==> src/design/tvne_pkg.sv <==
`timescale 1ns / 1ps
// tvne_pkg: shared constants, action codes and vector types of the vertex normal engine
// no dependencies; imported by tvne_unit and the top level
package tvne_pkg;

	localparam int IDX_W   = 12;
	localparam int POS_W   = 16;
	localparam int NRM_W   = 16;
	localparam int EDGE_W  = 17;
	// signed width of a vector fed to the unit scaler, and of its magnitudes
	localparam int VEC_W   = 35;
	localparam int MAG_W   = 34;

	localparam int MAX_VERTICES_DEF = 4096;
	localparam int SUM_WIDTH_DEF    = 24;

	localparam logic [14:0] ONE_Q14 = 15'd16384;

	localparam logic [1:0] ACT_CLEAR = 2'd0;
	localparam logic [1:0] ACT_WRITE = 2'd1;
	localparam logic [1:0] ACT_TRI   = 2'd2;
	localparam logic [1:0] ACT_READ  = 2'd3;

	typedef struct packed {
		logic signed [VEC_W-1:0] z;
		logic signed [VEC_W-1:0] y;
		logic signed [VEC_W-1:0] x;
	} vec_t;

	typedef struct packed {
		logic signed [NRM_W-1:0] z;
		logic signed [NRM_W-1:0] y;
		logic signed [NRM_W-1:0] x;
	} nrm_t;

endpackage

==> src/design/tvne_unit.sv <==
`timescale 1ns / 1ps
// tvne_unit: iterative unit-length scaler, one shift, multiply, root or divide step a cycle
// depends on tvne_pkg
module tvne_unit (
	input  logic          clk,
	input  logic          arst_n,
	input  logic          start,
	input  tvne_pkg::vec_t vec_in,
	output logic          done,
	output tvne_pkg::nrm_t nrm_out
);

	import tvne_pkg::*;

	typedef enum logic [2:0] {
		U_IDLE, U_NORM, U_SQ, U_ROOT, U_DIVSET, U_DIV, U_DONE
	} ustate_t;

	ustate_t             state_q;
	logic [MAG_W-1:0]    m_q [3];
	logic [2:0]          neg_q;
	logic [61:0]         s_q;
	logic [61:0]         rt_q;
	logic [61:0]         bit_q;
	logic [59:0]         prod_q;
	logic [4:0]          cnt_q;
	logic [1:0]          comp_q;
	logic [44:0]         rem_q;
	logic [44:0]         div_q;
	logic [14:0]         quo_q;
	nrm_t                nrm_q;

	logic [MAG_W-1:0]    m_in [3];
	logic [2:0]          neg_in;
	logic [MAG_W-1:0]    mx_in;
	logic [MAG_W-1:0]    mx;
	logic [29:0]         sq_op;
	logic [29:0]         div_m;
	logic [61:0]         rt_try;
	logic [14:0]         quo_n;
	logic [14:0]         quo_c;
	logic [NRM_W-1:0]    res;
	logic                res_neg;
	logic signed [VEC_W-1:0] vin [3];

	// magnitudes and signs of the incoming vector
	always_comb begin
		vin[0] = vec_in.x;
		vin[1] = vec_in.y;
		vin[2] = vec_in.z;
		for (int i = 0; i < 3; i++) begin
			neg_in[i] = vin[i][VEC_W-1];
			m_in[i]   = neg_in[i] ? MAG_W'(-vin[i]) : MAG_W'(vin[i]);
		end
		mx_in = (m_in[0] > m_in[1]) ? m_in[0] : m_in[1];
		mx_in = (m_in[2] > mx_in) ? m_in[2] : mx_in;
		mx    = (m_q[0] > m_q[1]) ? m_q[0] : m_q[1];
		mx    = (m_q[2] > mx) ? m_q[2] : mx;
	end

	// operand selection for the square and divide steps
	always_comb begin
		case (cnt_q[1:0])
			2'd0:    sq_op = m_q[0][29:0];
			2'd1:    sq_op = m_q[1][29:0];
			default: sq_op = m_q[2][29:0];
		endcase
		case (comp_q)
			2'd0:    div_m = m_q[0][29:0];
			2'd1:    div_m = m_q[1][29:0];
			default: div_m = m_q[2][29:0];
		endcase
		res_neg = neg_q[comp_q];
		rt_try  = rt_q + bit_q;
		quo_n   = (rem_q >= div_q) ? {quo_q[13:0], 1'b1} : {quo_q[13:0], 1'b0};
		quo_c   = (quo_n > ONE_Q14) ? ONE_Q14 : quo_n;
		res     = res_neg ? NRM_W'(-{1'b0, quo_c}) : NRM_W'({1'b0, quo_c});
	end

	// sequencer and datapath registers
	always_ff @(posedge clk or negedge arst_n) begin
		if (!arst_n) begin
			state_q <= U_IDLE;
			cnt_q   <= '0;
			comp_q  <= '0;
		end else begin
			unique case (state_q)
				U_IDLE: begin
					if (start) begin
						neg_q <= neg_in;
						for (int i = 0; i < 3; i++) m_q[i] <= m_in[i];
						if (mx_in == '0) begin
							nrm_q   <= '0;
							state_q <= U_DONE;
						end else begin
							state_q <= U_NORM;
						end
					end
				end
				// bring the largest magnitude into [2^29, 2^30)
				U_NORM: begin
					if (|mx[MAG_W-1:30]) begin
						for (int i = 0; i < 3; i++) m_q[i] <= m_q[i] >> 1;
					end else if (!mx[29]) begin
						for (int i = 0; i < 3; i++) m_q[i] <= m_q[i] << 1;
					end else begin
						s_q     <= '0;
						cnt_q   <= '0;
						state_q <= U_SQ;
					end
				end
				// sum of squares through one multiplier
				U_SQ: begin
					if (cnt_q < 5'd3) begin
						prod_q <= sq_op * sq_op;
					end
					if (cnt_q != 5'd0) begin
						s_q <= s_q + 62'(prod_q);
					end
					if (cnt_q == 5'd3) begin
						rt_q    <= '0;
						bit_q   <= 62'd1 << 60;
						state_q <= U_ROOT;
					end else begin
						cnt_q <= cnt_q + 5'd1;
					end
				end
				// digit-by-digit integer root, one bit a cycle
				U_ROOT: begin
					if (s_q >= rt_try) begin
						s_q  <= s_q - rt_try;
						rt_q <= (rt_q >> 1) + bit_q;
					end else begin
						rt_q <= rt_q >> 1;
					end
					bit_q <= bit_q >> 2;
					if (bit_q[0]) begin
						comp_q  <= '0;
						state_q <= U_DIVSET;
					end
				end
				U_DIVSET: begin
					rem_q   <= 45'({div_m, 14'd0}) + 45'(rt_q[30:1]);
					div_q   <= 45'({rt_q[30:0], 14'd0});
					quo_q   <= '0;
					cnt_q   <= '0;
					state_q <= U_DIV;
				end
				// restoring divide, one quotient bit a cycle
				U_DIV: begin
					if (rem_q >= div_q) begin
						rem_q <= rem_q - div_q;
					end
					div_q <= div_q >> 1;
					quo_q <= quo_n;
					if (cnt_q == 5'd14) begin
						case (comp_q)
							2'd0:    nrm_q.x <= res;
							2'd1:    nrm_q.y <= res;
							default: nrm_q.z <= res;
						endcase
						if (comp_q == 2'd2) begin
							state_q <= U_DONE;
						end else begin
							comp_q  <= comp_q + 2'd1;
							state_q <= U_DIVSET;
						end
					end else begin
						cnt_q <= cnt_q + 5'd1;
					end
				end
				U_DONE: begin
					state_q <= U_IDLE;
				end
				default: begin
					state_q <= U_IDLE;
				end
			endcase
		end
	end

	assign done    = (state_q == U_DONE);
	assign nrm_out = nrm_q;

endmodule
==> config.mk <==
export PLATFORM = sky130hd
export DESIGN_NAME = tvne_unit
export DESIGN_NICKNAME = d
export VERILOG_FILES = /design/src/design/tvne_pkg.sv /design/src/design/tvne_unit.sv
export SDC_FILE = /design/constraint.sdc
export NUM_CORES = 2
export LEC_CHECK = 0
export BUFFER_PORTS_ARGS = -buffer_cell sky130_fd_sc_hd__buf_2
export CAP_MARGIN = 20
export CELL_PAD_IN_SITES_DETAIL_PLACEMENT = 1
export CELL_PAD_IN_SITES_GLOBAL_PLACEMENT = 1
export CORE_MARGIN = 4
export CORE_UTILIZATION = 35
export CTS_BUF_LIST = sky130_fd_sc_hd__clkbuf_4 sky130_fd_sc_hd__clkbuf_8
export DETAILED_ROUTE_END_ITERATION = 8
export HOLD_SLACK_MARGIN = 0.05
export PLACE_DENSITY = 0.66
export SYNTH_ARGS = -nofsm -noshare
export SYNTH_HDL_FRONTEND = slang
export SYNTH_SLANG_ARGS = --single-unit
==> constraint.sdc <==
create_clock -name clk -period 21.7 [get_ports clk]
set_input_delay 4.34 -clock clk [delete_from_list [all_inputs] [get_ports clk]]
set_output_delay 4.34 -clock clk [all_outputs]
set_load 0.02 [all_outputs]
==> results.md <==
* Outcome: finished, final reports clean
* Crit share post-route at 58.20%
* Mux cell area share after synthesis at between 1.5 and 2%
* CTS tree: built
* Crit path largest cell delay at about 0.71 ns
* CP Capture Type: flip-flop
* Reg-to-reg slack, setup at 10.55 ns
* Slew HR at 19.87%
* Synth async-reset ratio at 2.079%
* Hold Fails Final Rpt at 0
* Cell with the most instances after synthesis: inv_1
* Avg WL per Cell at 23.43 um
* Hold depth at 2
* 1st-iter DRT viols at 3549
* Synth Register Bits at 481
* RSZ-0062 raised after global routing: false
* Routability congestion estimate at a little over 0.9
* Clk slew on worst S/H paths at roughly 0.060 ns
* Hold Buf Count CTS at 0
* Max-cap violations at 0
* Core Footprint at around 190000 sq um
* Nets@finish at 8944
* Final setup vio count at 0
* H-tree levels at 3
* Post-CTS resize count at 0
* Unique masters post-synth at 84
* Routed wire length at 236100 um
* Post-CTS setup buffers at 0
* DRT antenna net count at 0
* Synth-to-Final Area Change at 8.602%
* Post-Place Cells at between 9000 and 10000
* CP required at roughly 22 ns
* Die ar. at around 200000 sq um
* CP Launch Point: vec_in[35]
* Synth Instances at 7438
* TNS Setup at 0 ns
* First-pass GRT wire length at 361800 um
* Crit-path max FO at 25
* Setup Crit Path Kind: input port to flip-flop
* Post-synthesis simple-gate area fraction at 13.86%
* Worst path slowest cell: or4b_2
* Main synth FF type: edfxtp_1
* Worst-Skew Late Latency at 0.88 ns
* Fraction of layout cells with a size suffix above 1 at 6.879%
* Worst r2r path cells at 33
* Total number of vias at 55550
* Fmax at a little under 80 MHz
* Minimum clock period after layout at 12.63 ns
* Max-slew violation count at 0
* DR vias/cell at 5.513
* Setup crit start kind: input port
* Worst reg2reg path endpoint: prod_q[58]$_DFFE_PP_
* Die Ht at 443.7 um
* CP Data Arrival Time at 13.06 ns
* GRT overflow at 0
* Post-synth top area share at 21.29%
* Compound-cell area share of the yosys netlist at about 16%
* CTS Buffer Depth at 3
* Post-DP HPWL at 187600 um
* Vias in the first global route at slightly below 60000
* Syn Std Cell Area at 66450 sq um
* Syn. warnings at 0
* Largest net degree at the start of global routing at 124
* Fin cells at 10080
* Cell row count at 159
* Reg2Reg Launch Point: cnt_q[0]$_DFFE_PN0P_
* Port bufs at 156
* Top cells by count, synth: inv_1, nand2_1, fa_1
* WHS Endpoint: div_q[10]$_SDFFCE_PN0P_
* Clock sink count at 481
* Synthesized Nets at around 8900
* Synth top area cells: edfxtp_1, fa_1, ha_1
* Root Driver: clkbuf_8
* DRT Pass-1 Iters at 5
* EDFF count, synth at 471
* Worst Skew at around 0.13 ns
* Starting Density at 35.31%
* Largest family of logic cells by synthesized area: adder cells
* Total CTS buffers at 94
* Hold path startpoint: div_q[11]$_SDFFCE_PN0P_
* DRC viols at 0
* DIE WIDTH at 443.7 um
* Xor-xnor portion of the synthesized cell area at under 10%
* Sequential share of the synthesized area at 21.66%
* Hold Path Class: flip-flop to flip-flop
* Io pins at 157
* Gr usage total at 23.58%
* Synth Area in Adders at 33.08%
* Worst-Margin Slew at 1.198 ns
* Syn_area_per_cell at 8.934 sq um
* Initial antenna violation count at 9
* Synth area leader: edfxtp_1
==> worst max-delay path: cells and delay by family <==
kind,cells,cell delay [ns]
AO/OA/AOI/OAI,11,3.27
AND/OR/NAND/NOR,9,2.65
adder cells (fa/ha/maj),3,0.86
buffers and inverters,5,0.84
multiplexers,2,0.82
XOR/XNOR,1,0.26
==> final cells by class <==
| class | count | area, sq um |
|---|---|---|
| inverter | 1027 | 3855 |
| antenna | 6 | 15.01 |
| multi-input combinational | 5637 | 47260 |
| fill | 22130 | 116000 |
| sequential | 481 | 14400 |
| clock inverter | 53 | 442.9 |
| clock buffer | 119 | 1481 |
| tap | 2495 | 3122 |
| timing repair buffer | 257 | 1588 |
==> through the flow <==
step | setup WS (ns) | hold WS, ns | cell area [sq um] | util [%]
floorplan | 10.35 | 0.5067 | 66450 | -
global placement | 8.290 | 0.5251 | 70140 | 37.27
detailed placement | 8.098 | 0.5589 | 70140 | 37.27
CTS | 9.021 | 0.5754 | 72070 | 38.29
global route | 8.749 | 0.6017 | 72160 | 38.34
finish | 9.070 | 0.5706 | 72160 | 38.34
==> worst max path at each step <==
stage / to / slack (ns) / cells past startpoint
5_1_grt: nrm_out[39]$_SDFFCE_PN0P_ / 8.75 / 31
2_1_floorplan: nrm_out[0]$_SDFFCE_PN0P_ / 10.35 / 32
3_5_place_dp: nrm_out[34]$_SDFFCE_PN0P_ / 8.10 / 28
6_report: nrm_out[45]$_SDFFCE_PN0P_ / 9.07 / 31
3_3_place_gp: nrm_out[32]$_SDFFCE_PN0P_ / 8.29 / 28
4_1_cts: nrm_out[39]$_SDFFCE_PN0P_ / 9.02 / 28
==> routing by layer <==
layer | part of all wire (%) | wire (um) | vias up | GRT usage, %
li1 | - | - | 25610 | -
met1 | 45 | 106000 | 28450 | 32.17
met2 | 48 | 113100 | 1203 | 39.86
met3 | 4.6 | 10770 | 290 | 2.753
met4 | 2.6 | 6163 | 0 | 5.809
met5 | 0 | 0 | - | 0
==> cells by family (layout without fill, tap and decap cells) <==
logic type | Yosys count | after routing
simple gates | 2023 | 2023
xor+xnor | 453 | 453
mux | 104 | 104
compound gates | 1719 | 1719
fa+ha+maj | 1338 | 1338
buf+inv | 1320 | 1456
other cells | 0 | 6
flops | 481 | 481
==> sequential cells by signal (all words and copies together), names as in the netlist <==
| register | flops |
|---|---|
| prod_q | 59 |
| cnt_q | 5 |
| rem_q | 45 |
| nrm_out | 48 |
| neg_q | 3 |
| s_q | 62 |
| comp_q | 2 |
| state_q | 3 |
| rt_q | 62 |
| m_q | 102 |
| bit_q | 31 |
| div_q | 45 |
| quo_q | 14 |
==> cells in the final DEF, fill, tap and decap left out, types with 156 or more instances in the layout <==
master    count
buf_2       156
a21o_1      213
fa_1        698
inv_1      1012
xnor2_1     243
xor2_1      210
a21oi_1     423
edfxtp_1    471
nand2_1     707
ha_1        640
o21ai_0     453
nor2_1      648
Power is left out: the tool's default activity adds up to more than one toggle a clock period on the data nets, which glitch-free logic cannot reach.
